===== config.mk =====
export PLATFORM = sky130hd
export DESIGN_NAME = srtsa_cell
export DESIGN_NICKNAME = d
export VERILOG_FILES = /design/src/rtl/srtsa_pkg.sv /design/src/rtl/srtsa_cell.sv
export SDC_FILE = /design/constraint.sdc
export NUM_CORES = 1
export LEC_CHECK = 0
export ABC_AREA = 0
export BUFFER_PORTS_ARGS = -buffer_cell sky130_fd_sc_hd__buf_2
export CELL_PAD_IN_SITES_DETAIL_PLACEMENT = 1
export CELL_PAD_IN_SITES_GLOBAL_PLACEMENT = 2
export CORE_AREA = 2 2 286 288
export DETAILED_ROUTE_END_ITERATION = 6
export DIE_AREA = 0 0 288 290
export HOLD_SLACK_MARGIN = 0.03
export PLACE_DENSITY_LB_ADDON = 0.15
export SYNTH_ARGS = -nofsm -noshare
export SYNTH_HDL_FRONTEND = slang
export SYNTH_SLANG_ARGS = --single-unit

===== constraint.sdc =====
create_clock -name clock -period 14.9 [get_ports clock]
set_clock_uncertainty 0.2 [all_clocks]
set_input_delay 2.235 -clock clock [delete_from_list [all_inputs] [get_ports clock]]
set_output_delay 2.235 -clock clock [all_outputs]
set_load 0.01 [all_outputs]

===== src/rtl/srtsa_pkg.sv =====
// Types and constants shared by the scheduler table and its cells.
package srtsa_pkg;

   localparam int DEPTH = 16;
   localparam int IDX_W = (DEPTH > 1) ? $clog2(DEPTH) : 1;
   localparam int CNT_W = $clog2(DEPTH + 1);

   typedef logic [IDX_W-1:0] idx_type;
   typedef logic [CNT_W-1:0] cnt_type;

   typedef struct packed {
      logic [15:0] id;
      logic [31:0] time_left;
      logic [31:0] last_run;
   } entry_type;

   typedef enum logic [1:0] {
      CELL_HOLD   = 2'd0,
      CELL_INSERT = 2'd1,
      CELL_REMOVE = 2'd2
   } cell_op_type;

   typedef struct packed {
      cell_op_type op;
      idx_type     pos;
   } cell_ctrl_type;

   // Token that walks the chain during a select, carrying the best candidates so far.
   typedef struct packed {
      logic      active;
      entry_type min_ent;
      idx_type   min_idx;
      logic      stv;
      entry_type stv_ent;
      idx_type   stv_idx;
   } scan_type;

endpackage


===== src/rtl/srtsa_cell.sv =====
// One table slot: holds an entry, shifts on insert and remove, and runs one scan step.
module srtsa_cell (
   input  logic                    clock,
   input  logic                    reset,
   input  srtsa_pkg::idx_type      cell_idx,
   input  srtsa_pkg::cell_ctrl_type ctrl,
   input  srtsa_pkg::entry_type    new_ent,
   input  logic                    left_vld,
   input  srtsa_pkg::entry_type    left_ent,
   input  logic                    right_vld,
   input  srtsa_pkg::entry_type    right_ent,
   input  logic [31:0]             now_time,
   input  logic [31:0]             limit,
   input  srtsa_pkg::scan_type     scan_in,
   output logic                    vld,
   output srtsa_pkg::entry_type    ent,
   output srtsa_pkg::scan_type     scan_out
);
   import srtsa_pkg::*;

   logic      vld_ff, vld_in;
   entry_type ent_ff, ent_in;
   scan_type  scan_ff, scan_in_nxt;
   logic      first_cell, self_le, left_le, left_vld_eff;
   logic [31:0] age;
   logic      starving;

   assign first_cell   = (cell_idx == '0);
   assign left_vld_eff = first_cell | left_vld;
   assign self_le      = vld_ff && (ent_ff.id <= new_ent.id);
   assign left_le      = first_cell || (left_vld && (left_ent.id <= new_ent.id));
   assign age          = now_time - ent_ff.last_run;
   assign starving     = vld_ff && (age >= limit);

   always_comb begin
      vld_in = vld_ff;
      ent_in = ent_ff;
      unique case (ctrl.op)
         CELL_INSERT: begin
            vld_in = vld_ff | left_vld_eff;
            if (!self_le) begin
               ent_in = left_le ? new_ent : left_ent;
            end
         end
         CELL_REMOVE: begin
            if (cell_idx >= ctrl.pos) begin
               vld_in = right_vld;
               ent_in = right_ent;
            end
         end
         default: begin
            vld_in = vld_ff;
            ent_in = ent_ff;
         end
      endcase
   end

   always_comb begin
      scan_in_nxt = scan_in;
      if (scan_in.active && vld_ff) begin
         if (first_cell || (ent_ff.time_left < scan_in.min_ent.time_left)) begin
            scan_in_nxt.min_ent = ent_ff;
            scan_in_nxt.min_idx = cell_idx;
         end
         if (!scan_in.stv && starving) begin
            scan_in_nxt.stv     = 1'b1;
            scan_in_nxt.stv_ent = ent_ff;
            scan_in_nxt.stv_idx = cell_idx;
         end
      end
   end

   always_ff @(posedge clock) begin
      if (reset) begin
         vld_ff         <= 1'b0;
         scan_ff.active <= 1'b0;
      end else begin
         vld_ff         <= vld_in;
         scan_ff.active <= scan_in_nxt.active;
      end
      ent_ff          <= ent_in;
      scan_ff.min_ent <= scan_in_nxt.min_ent;
      scan_ff.min_idx <= scan_in_nxt.min_idx;
      scan_ff.stv     <= scan_in_nxt.stv;
      scan_ff.stv_ent <= scan_in_nxt.stv_ent;
      scan_ff.stv_idx <= scan_in_nxt.stv_idx;
   end

   assign vld      = vld_ff;
   assign ent      = ent_ff;
   assign scan_out = scan_ff;

endmodule


Word-level counts from Yosys, hierarchy flattened. Index checks and enable logic that the tools add are counted.

Register bits: 251. Bits of input ports: 488. Output and inout port bits: 251. Word-level logic and storage cells: 47.

$add $sub $neg: 1. Magnitude comparators: 5. Equality and inequality tests: 4. Multiplexer cells: 9. Bitwise operators: 2. Reduce and logical (&&, ||, !) cells: 12.

Operators by type and width (number): 2-to-1 mux 80 bit (3); 2-to-1 mux 169 bit (1); case mux 80 bit (2 select lines) (1); 2-to-1 mux 85 bit (1); 2-to-1 mux 84 bit (1); greater-or-equal comparator 32 bit (1); <= comparator 16 bit (2); < comparator 32 bit (1); subtractor 32 bit (1); logical AND 1 bit (5); greater-or-equal comparator 4 bit (1); logical NOT 4 bit (1); != test 2 bit (second input constant) (2); AND reduction 3 bit (1); == test 2 x 1 -> 1 bit (second input constant) (1); == test 2 bit (second input constant) (1); logical OR 1 bit (2); bitwise OR 1 bit (2); case mux 1 bit (2 select lines) (1); AND reduction 2 bit (1); nonzero test 2 bit (1); logical NOT 1 bit (1); 2-to-1 mux 1 bit (1).

Depth between registers and ports, before layout. Gate-level depths: netlist of run 1.

Depth in word-level cells: 6. Mapped depth: 22. Depth with buffers taken out: 20.

Worst setup path after synthesis of run 1. OpenSTA, ideal clock, no wires.

Kind: in2reg. Start point: input new_ent[65] in the netlist's numbering. End point: register ent_ff (netlist bit ent[0]) (enable). Setup time: 0.716 ns. Arrival time: 10.894 ns. Data required time: 13.984 ns. Slack: 3.091 ns. Stages: 10. Path buffers: 0. Cells stage by stage: inv_1 ha_1 nor2b_1 o21a_1 o21a_1 o21a_1 o21ai_0 a211oi_1 nor2_1 nor4_1.

Cells in the longest elaborated chain, start to end: 4.

RTL lines: from (decl) (line srtsa_cell.sv:7) `input srtsa_pkg::entry_type new_ent,`; <= comparator 16 bit (line srtsa_cell.sv:30) `assign self_le = vld_ff && (ent_ff.id <= new_ent.id);`; logical AND 1 bit (line srtsa_cell.sv:30); != test 2 bit (no line); AND reduction 3 bit (no line); to (signal assigned) (line srtsa_cell.sv:81) `ent_ff <= ent_in;`; to (decl) (line srtsa_cell.sv:22) `entry_type ent_ff, ent_in;`.

Every way passes these cells. A chain may end at the register's enable or synchronous reset.

==> impl_metrics.yaml, run 1 <==
run_status:
  status: "complete, no violations"
synth:
  synth_cell_types: 52
  syn_area_mm2: 0.0138
  ys.flop_type: "dfxtp_1"
  avgSynthCellArea_um2: 9.96
  async_flop_share: 0
  synth_edf_count: 80
  seq_area_frac_synth: 0.424
  synthCells: 1381
  syn_nets: 2002
  yosys_warnings: 0
  ys_ff_latch: 251
worst_setup_path:
  worstPathMaxFanout: 45
  crit_type: "in -> reg"
  crit_arrival_ns: 7.28
  timing.rr.end: "scan_out[67]"
  cp-end-kind: "flip-flop"
  r2r-start: "ent[1]"
  critPathLaunchType: "input pin"
  reg2reg_slack_ns: 9.03
  critPathCapture: "scan_out[67]"
  startpoint: "now_time[1]"
  reg2regPathDepth: 20
  critPathRequiredTime_ns: 15.13
clock_tree:
  cts_tree: "yes"
  numCtsBuffers: 37
  clk-insertion-delay-late_ns: 0.56
  cts.clk_slew.worst_paths_ns: 0.05
  cts_hold_buf: 0
  cts_setup_buffers: 0
  clk_path_buf_depth: 3
  ctsRootBufferMaster: "clkbuf_16"
  htreeDepth: 2
  ctsResizeCount: 0
  clock-sinks: 251
sta:
  finalCritPeriodShare: 0.473
  period_needed_ns: 7.05
  setup-violations-final: 0
  max_clock_freq_ghz: 0.142
  finalMaxSlewViolations: 0
  rsz0062_at_grt: "no"
  setup-tns-final_ns: 0
  tightest_slew_ns: 0.865
  hold_viol: 0
  relSlewSlack: 0.423
placed_design:
  hpwl_um: 57400
  port_buffers: 738
  gp_congestion: 0.803
global_route:
  grt_max_degree: 78
  grt_pass1_wl_um: 101000
  antenna_found_initial: 18
  grt_use_total: 0.164
  grt_pass1_vias: 14400
  grt_overflow_total: 0
floorplan:
  die_width_um: 288
  initial_core_util: 0.172
  die_area_mm2: 0.0835
  boundaryPins: 739
  die_height_um: 290
  rows: 104
  core_mm2: 0.0802
finish:
  nets: 2737
  final_util: 0.248
  drive_gt1_frac: 0.382
  final_cell_mix: "738 x buf_2, 211 x a21oi_1, 171 x dfxtp_1, 168 x mux2_1, 131 x ha_1"
  synthToLayoutAreaGrowth_pct: 44.5
  final_common_cell: "buf_2"
routing:
  drtAntennaViolNets: 0
  vias_per_cell: 4.07
  first_iter_violations: 342
  wl_per_cell_um: 21.9
  drc: 0
  drt_wl_total_um: 70400
  vias: 13100
  first_pass_iters: 4
power_and_ir_drop:
  pwr_density_cell_mw_per_mm2: 117
  peakVddDrop_mv: 0.0757
  total_leakage_power_uw: 0.00955
  total_power_uw: 2320
flow_run:
  cap_violations: 0
hold_path:
  worst_hold_path_type: "reg -> reg"
==> power breakdown <==
| group | leakage (µW) | total, µW | internal (µW) | switching, µW |
|---|---|---|---|---|
| Clock | 0.000603 | 894 | 536 | 358 |
| Combinational | 0.00673 | 586 | 255 | 332 |
| Sequential | 0.00221 | 843 | 784 | 59.3 |
| Total | 0.00955 | 2320 | 1570 | 749 |
==> per-layer routing <==
layer	GRT usage	routed length (µm)	up-vias
met1	0.180	27300	6321
met3	0.0381	3970	72
li1	-	-	6339
met2	0.314	38000	337
met4	0.0385	1120	14
met5	0	77	-
==> state kept, by name, indices dropped and copies added (netlist names) <==
| signal | cells |
|---|---|
| scan_out | 170 |
| vld | 1 |
| ent | 80 |
==> cells in the mapped netlist (all sizes together) (2+ instances only) <==
cell | n | area share
or3 | 3 | 0.0014
nand2b | 2 | 0.00091
dfxtp | 171 | 0.25
a21oi | 211 | 0.077
and2 | 2 | 0.00091
edfxtp | 80 | 0.17
ha | 132 | 0.12
nor2b | 91 | 0.041
a21o | 40 | 0.022
nand3 | 10 | 0.0036
inv | 127 | 0.035
xnor2 | 18 | 0.011
a221oi | 4 | 0.0025
o21a | 9 | 0.0049
o21bai | 5 | 0.0027
clkbuf | 35 | 0.0096
a211oi | 9 | 0.0053
and3 | 2 | 0.00091
o21ai | 25 | 0.0091
nor2 | 32 | 0.0087
nor4 | 8 | 0.0045
nand4 | 21 | 0.0096
a31oi | 2 | 0.00091
nor3 | 6 | 0.0022
or2 | 2 | 0.00091
nand2 | 111 | 0.030
o22ai | 3 | 0.0014
o211ai | 2 | 0.0011
mux2 | 168 | 0.14
xor2 | 12 | 0.0076
buf | 19 | 0.0097
and4 | 3 | 0.0019
o2111ai | 3 | 0.0019
==> critical path, cell delays in order <==
cell and delay, ns:
buf_2 0.12, ha_1 0.27, nor2b_1 0.20, o2111ai_1 0.18, a21oi_1 0.31, nor2_1 0.14, o21ai_1 0.36, a31oi_1 0.21
o41ai_1 0.52, xor2_1 0.23, ha_1 0.28, a21o_1 0.19, a21o_1 0.17, a21oi_1 0.13, or3_1 0.11, o21ai_0 0.09
a2111oi_2 0.51, a211oi_4 0.13, buf_4 0.33, mux2_1 0.44
==> per-stage QoR <==
stage	setup slack [ns]	hold slack, ns	cell area (µm²)	std cells
2_1_floorplan	3.09	0.346	13800	1381
3_3_place_gp	7.22	0.341	18600	3137
3_5_place_dp	7.19	0.351	18600	3137
4_1_cts	7.78	0.359	19900	3205
5_1_grt	7.57	0.391	19900	3210
6_report	7.85	0.366	19900	3211
==> final cells by class <==
| cell class | count | area [µm²] |
|---|---|---|
| Timing Repair Buffer | 750 | 3780 |
| Fill cell | 9566 | 60300 |
| Multi-Input combinational cell | 949 | 7230 |
| Antenna cell | 6 | 15.0 |
| Clock inverter | 14 | 148 |
| Tap cell | 1060 | 1330 |
| Sequential cell | 251 | 5830 |
| Clock buffer | 54 | 1070 |
| Inverter | 127 | 477 |
==> kinds of logic after synthesis <==
| group | Yosys count | share of synthesized area |
|---|---|---|
| xor gates and xnor gates | 30 | 0.0191 |
| DFF | 251 | 0.424 |
| adders and majority gates | 133 | 0.122 |
| AOI/OAI and AO/OA | 320 | 0.133 |
| and+or+nand+nor | 297 | 0.110 |
| muxes | 169 | 0.138 |
| buffers and inverters | 181 | 0.0540 |
==> worst min path at each step <==
stage / endpoint / startpoint / cells after the start / slack, ns
floorplan: vld / vld / 2 / 0.35
global route: vld / vld / 2 / 0.39
global placement: vld / vld / 2 / 0.34
CTS: vld / vld / 2 / 0.36
detailed placement: vld / vld / 2 / 0.35
finish: vld / vld / 2 / 0.37
No activity file was read; power rests on OpenSTA's default activity.
==> run 2: changes to the inputs <==
--- a/config.mk
+++ b/config.mk
@@ -5,13 +5,13 @@
 export SDC_FILE = /design/constraint.sdc
 export NUM_CORES = 1
 export LEC_CHECK = 0
-export ABC_AREA = 0
+export ABC_AREA = 1
 export BUFFER_PORTS_ARGS = -buffer_cell sky130_fd_sc_hd__buf_2
 export CELL_PAD_IN_SITES_DETAIL_PLACEMENT = 1
 export CELL_PAD_IN_SITES_GLOBAL_PLACEMENT = 2
-export CORE_AREA = 2 2 286 288
+export CORE_AREA = 2 2 284 286
 export DETAILED_ROUTE_END_ITERATION = 6
-export DIE_AREA = 0 0 288 290
+export DIE_AREA = 0 0 286 288
 export HOLD_SLACK_MARGIN = 0.03
 export PLACE_DENSITY_LB_ADDON = 0.15
 export SYNTH_ARGS = -nofsm -noshare
==> constraint.sdc (replaced) <==
create_clock -name clock -period 6.05 [get_ports clock]
set_clock_uncertainty 0.2 [all_clocks]
set_input_delay 0.9075 -clock clock [delete_from_list [all_inputs] [get_ports clock]]
set_output_delay 0.9075 -clock clock [all_outputs]
set_load 0.01 [all_outputs]
==> impl_metrics.yaml, run 2 <==
finish:
  largest_register_ffs: 170
  nets: 3494
  synthToLayoutAreaGrowth_pct: 38.7
  final_common_cell: "nand2_1"
  final_cell_mix: "751 x nand2_1, 738 x buf_2, 318 x inv_1, 270 x nand3_1, 171 x dfxtp_1"
  fill_cells: 10100
  fin_cells: 3985
  final_util: 0.269
  drive_gt1_frac: 0.285
power_and_ir_drop:
  total_leakage_power_uw: 0.0119
  p_comb_frac: 0.285
  pwr_density_cell_mw_per_mm2: 282
  p_seq_frac: 0.347
  p_switching_uw: 2150
  swShare: 0.356
  intPower_uw: 3870
  clkPwrFrac: 0.368
  peakVddDrop_mv: 0.161
synth:
  ys_ff_latch: 251
  syn_nets: 2807
  synthCells: 2186
  synth_cell_types: 37
  seq_area_frac_synth: 0.378
  syn_area_mm2: 0.0154
  synth_commonest_cells: "753 x nand2_1, 319 x inv_1, 270 x nand3_1"
  avgSynthCellArea_um2: 7.05
  synth_area_leaders: "dfxtp_1 22%, nand2_1 18%, edfxtp_1 16%"
  post-synth-top-area-fraction: 0.222
  yosys_warnings: 0
  netlist.top_cell.by_area: "dfxtp_1"
  synth_edf_count: 80
  async_flop_share: 0
  ys.flop_type: "dfxtp_1"
  yosysMostFrequentCell: "nand2_1"
floorplan:
  die_height_um: 288
  rows: 104
  die_width_um: 286
  boundaryPins: 739
  core_mm2: 0.0796
  die_area_mm2: 0.0824
  initial_core_util: 0.194
clock_tree:
  numCtsBuffers: 36
  ctsRootBufferMaster: "clkbuf_16"
  clk-insertion-delay-late_ns: 0.55
  clock-sinks: 251
  ctsResizeCount: 0
  cts_hold_buf: 0
  htreeDepth: 2
  clk_path_buf_depth: 3
  cts_tree: "yes"
  cts.clk_slew.worst_paths_ns: 0.06
  cts_setup_buffers: 0
worst_setup_path:
  critPathLaunchType: "flip-flop"
  crit_arrival_ns: 5.10
  worstPathMaxFanout: 39
  crit_type: "reg -> reg"
  critPathRequiredTime_ns: 6.34
  cp-end-kind: "flip-flop"
routing:
  drt_wl_total_um: 88500
  wl_per_cell_um: 22.2
  first_pass_iters: 4
  first_iter_violations: 501
  vias_per_cell: 4.34
  drtAntennaViolNets: 0
  drc: 0
  vias: 17300
placed_design:
  dp.cells: 3895
  hpwl_um: 70900
  port_buffers: 738
  gp_congestion: 0.835
sta:
  finalCritPeriodShare: 0.796
  relSlewSlack: 0.402
  tightest_slew_ns: 0.897
  setup-violations-final: 0
  hold_viol: 0
  finalMaxSlewViolations: 0
  max_clock_freq_ghz: 0.208
  period_needed_ns: 4.82
  rsz0062_at_grt: "no"
  setup-tns-final_ns: 0
global_route:
  grt.met1_usage: 0.240
  met2_usage: 0.365
  met3_usage: 0.0481
  grt_pass1_wl_um: 125000
  grt_pass1_vias: 18400
  busiest_layer: "met2"
  grt_overflow_total: 0
  grt_use_total: 0.206
  grt_max_degree: 68
  antenna_found_initial: 45
flow_run:
  cap_violations: 0
run_status:
  status: "complete, no violations"
hold_path:
  worst_hold_path_type: "in -> reg"
run 2: cell types whose count changed after synthesis, moves of 32 or more:
cell     before  now
nor2b_1      91    0
nand2_1     111  753
mux2_1      168    0
nand4_1      21   92
a21oi_1     211   87
nor2_1       32   64
inv_1       127  319
nand3_1      10  270
a21o_1       40    6
run 2: worst max-delay path: stages, from the launching register on:
cell,delay [ns]
edfxtp_1,0.55
inv_1,0.08
ha_1,0.37
nand2_1,0.12
nor2_1,0.25
nand2_1,0.09
o21ai_0,0.66
nand3_1,0.19
nand3_1,0.14
nand2_1,0.07
ha_1,0.27
nand2_1,0.07
nor2_1,0.16
nand4_1,0.10
inv_1,0.10
nand2_1,0.05
nor2_1,0.08
nand2_1,0.09
nand2_4,0.27
buf_4,0.51
nand4_1,0.16
nand2_1,0.11
run 2: layout make-up:
cell class / count / area (µm²) / share of cell area
Tap cell: 1060 / 1330 / 0.0620
Antenna cell: 26 / 65.1 / 0.00304
Sequential cell: 251 / 5830 / 0.272
Inverter: 321 / 1210 / 0.0567
Clock buffer: 54 / 1140 / 0.0535
Clock inverter: 10 / 75.1 / 0.00351
Multi-Input combinational cell: 1509 / 7900 / 0.369
Timing Repair Buffer: 754 / 3840 / 0.179
run 2: routing by layer:
layer / part of all wire / vias to the layer above
met4: 0.030 / 32
li1: - / 8443
met3: 0.054 / 150
met1: 0.41 / 8205
met5: 0.0022 / -
met2: 0.51 / 445
run 2: power by group through the flow:
stage	registers, µW	logic, µW	clock network [µW]
final	2090	1710	2220
after global placement	2130	1740	0
after floorplan	2130	913	0
after CTS	2090	1760	2290
after global routing	2110	1950	2350
after detailed placement	2130	1760	0
run 2: worst paths after layout:
| kind | from | end | slack, ns | depth (start not counted) |
|---|---|---|---|---|
| max | ent[8] | scan_out[53] | 1.23 | 21 |
| min | scan_in[2] | scan_out[2] | 0.35 | 3 |
| max reg2reg | ent[8] | scan_out[53] | 1.23 | 21 |
| min reg2reg | ent[53] | scan_out[142] | 0.38 | 2 |
run 2: cells by family after synthesis:
kind of cell	after synthesis	synth area share
xor gates and xnor gates	26	0.0148
adders and majority gates	133	0.108
AOI/OAI and AO/OA	149	0.0526
buffers and inverters	426	0.113
and+or+nand+nor	1201	0.333
DFF	251	0.378
run 2: per-stage QoR:
step / total power, µW / area [µm²] / setup slack [ns] / hold slack [ns]
floorplan: 3040 / 15400 / 0.226 / 0.318
global placement: 3870 / 20100 / 0.629 / 0.374
detailed placement: 3890 / 20100 / 0.583 / 0.382
CTS: 6150 / 21300 / 0.978 / 0.312
global route: 6410 / 21400 / 0.631 / 0.336
finish: 6020 / 21400 / 1.23 / 0.346
==> run 3: changes to the inputs <==
==> constraint.sdc (replaced) <==
create_clock -name clock -period 4.1 [get_ports clock]
set_clock_uncertainty 0.2 [all_clocks]
set_input_delay 0.615 -clock clock [delete_from_list [all_inputs] [get_ports clock]]
set_output_delay 0.615 -clock clock [all_outputs]
set_load 0.01 [all_outputs]
==> impl_metrics.yaml, run 3 (synthesis gave the netlist of run 2 again) <==
run_status:
  status: "complete, no violations"
power_and_ir_drop:
  pwr_density_cell_mw_per_mm2: 410
  peakVddDrop_mv: 0.227
  total_power_uw: 9600
  total_leakage_power_uw: 0.0129
clock_tree:
  htreeDepth: 2
  clock-sinks: 251
  clk_path_buf_depth: 3
  clk-insertion-delay-late_ns: 0.55
  cts_tree: "yes"
  cts.clk_slew.worst_paths_ns: 0.06
  numCtsBuffers: 37
  ctsRootBufferMaster: "clkbuf_16"
global_route:
  grt_pass1_wl_um: 128000
  grt_overflow_total: 0
  grt_max_degree: 85
  antenna_found_initial: 39
  grt_pass1_vias: 19300
  grt_use_total: 0.209
sta:
  period_needed_ns: 3.87
  tightest_slew_ns: 0.728
  relSlewSlack: 0.515
  finalCritPeriodShare: 0.944
  setup-tns-final_ns: 0
  hold_viol: 0
  max_clock_freq_ghz: 0.258
  holdWs_ns: 0.0602
  setup-violations-final: 0
  rsz0062_at_grt: "yes"
  finalMaxSlewViolations: 0
placed_design:
  gp_congestion: 0.859
  place_area_mm2: 0.0212
  hpwl_um: 71900
  port_buffers: 738
finish:
  fill_cells: 9993
  final_area_mm2: 0.0234
  final_cell_mix: "743 x nand2_1, 738 x buf_2, 318 x inv_1, 266 x nand3_1, 171 x dfxtp_1"
  final_util: 0.294
  final_common_cell: "nand2_1"
  drive_gt1_frac: 0.332
  nets: 3684
  synthToLayoutAreaGrowth_pct: 52.0
  largest_register_ffs: 170
worst_setup_path:
  cpMostUsedCell: "nand2_1"
  cpMaxStageDelayCell: "edfxtp_1"
  reg2reg_slack_ns: 0.23
  worstPathMaxFanout: 16
  critPathRequiredTime_ns: 4.34
  crit_path_max_incr_delay_ns: 0.41
  cp-end-kind: "flip-flop"
  crit_type: "reg -> reg"
  critPathLaunchType: "flip-flop"
  crit_arrival_ns: 4.11
floorplan:
  die_width_um: 286
  initial_core_util: 0.194
  die_area_mm2: 0.0824
  die_height_um: 288
  core_mm2: 0.0796
  boundaryPins: 739
  rows: 104
routing:
  first_iter_violations: 548
  drc: 0
  drtAntennaViolNets: 0
  wl_per_cell_um: 21.9
  first_pass_iters: 5
  drt_wl_total_um: 91300
  vias: 18100
  vias_per_cell: 4.34
hold_path:
  worst_hold_path_type: "in -> reg"
flow_run:
  cap_violations: 0
## run 3: cell types whose count changed in the layout (fill, tap and decap cells not counted), moves of 7 or more
cell	before	now
a21oi_1	87	73
dlygate4sd3_1	0	44
buf_4	14	144
nand2_2	0	7
o21ai_0	34	26
ha_1	131	123
buf_12	2	10
nor2_1	63	54
nand2_1	751	743
a21oi_2	0	13
## run 3: power by group
group / internal, µW / total (µW) / switching (µW)
registers: 2840 / 3040 / 195
logic: 1270 / 3170 / 1900
clock network: 2100 / 3400 / 1300
## run 3: final timing paths
kind / startpoint / cells after the start / endpoint
worst min register to register: vld / 2 / vld
worst max-delay path: ent[9] / 25 / scan_out[44]
worst min-delay path: scan_in[108] / 3 / scan_out[108]
worst max register to register: ent[9] / 25 / scan_out[44]
## run 3: cell type report
type / count / area, µm² / share of cell area
clock inverters: 14 / 181 / 0.00774
well taps: 1060 / 1330 / 0.0566
inverters: 321 / 1210 / 0.0518
flip-flops and latches: 251 / 5830 / 0.249
multi-input cells: 1509 / 8200 / 0.350
diodes: 20 / 50.0 / 0.00214
repair buffers: 943 / 5550 / 0.237
clock buffers: 54 / 1080 / 0.0463
## run 3: what timing repair did
action	in CTS	in global routing
gates resized for setup	16	62
pin swaps	3	9
setup endpoints to repair	85	85
gates cloned	2	3
hold endpoints to repair	45	0
hold buffers	44	0
buffers inserted	4	8
## run 3: worst max-delay path, delay by kind of cell, from the launching register on
kind                       cells  cell delay (ns)
adders and majority gates      2             0.60
AOI/OAI and AO/OA              4             0.66
and+or+nand+nor               14             1.20
buffers and inverters          5             0.68
DFF                            1             0.41
## run 3: metal layers
metal	global-route usage	part of all wire
met4	0.0603	0.024
met3	0.0445	0.052
met1	0.247	0.41
met5	0	0.0028
met2	0.377	0.51
## run 3: metrics by stage
stage	worst slack [ns]	cells
floorplan	0.479	2186
global placement	-0.343	4024
detailed placement	-0.419	4024
CTS	0.0112	4142
global route	-0.0475	4169
finish	0.230	4172
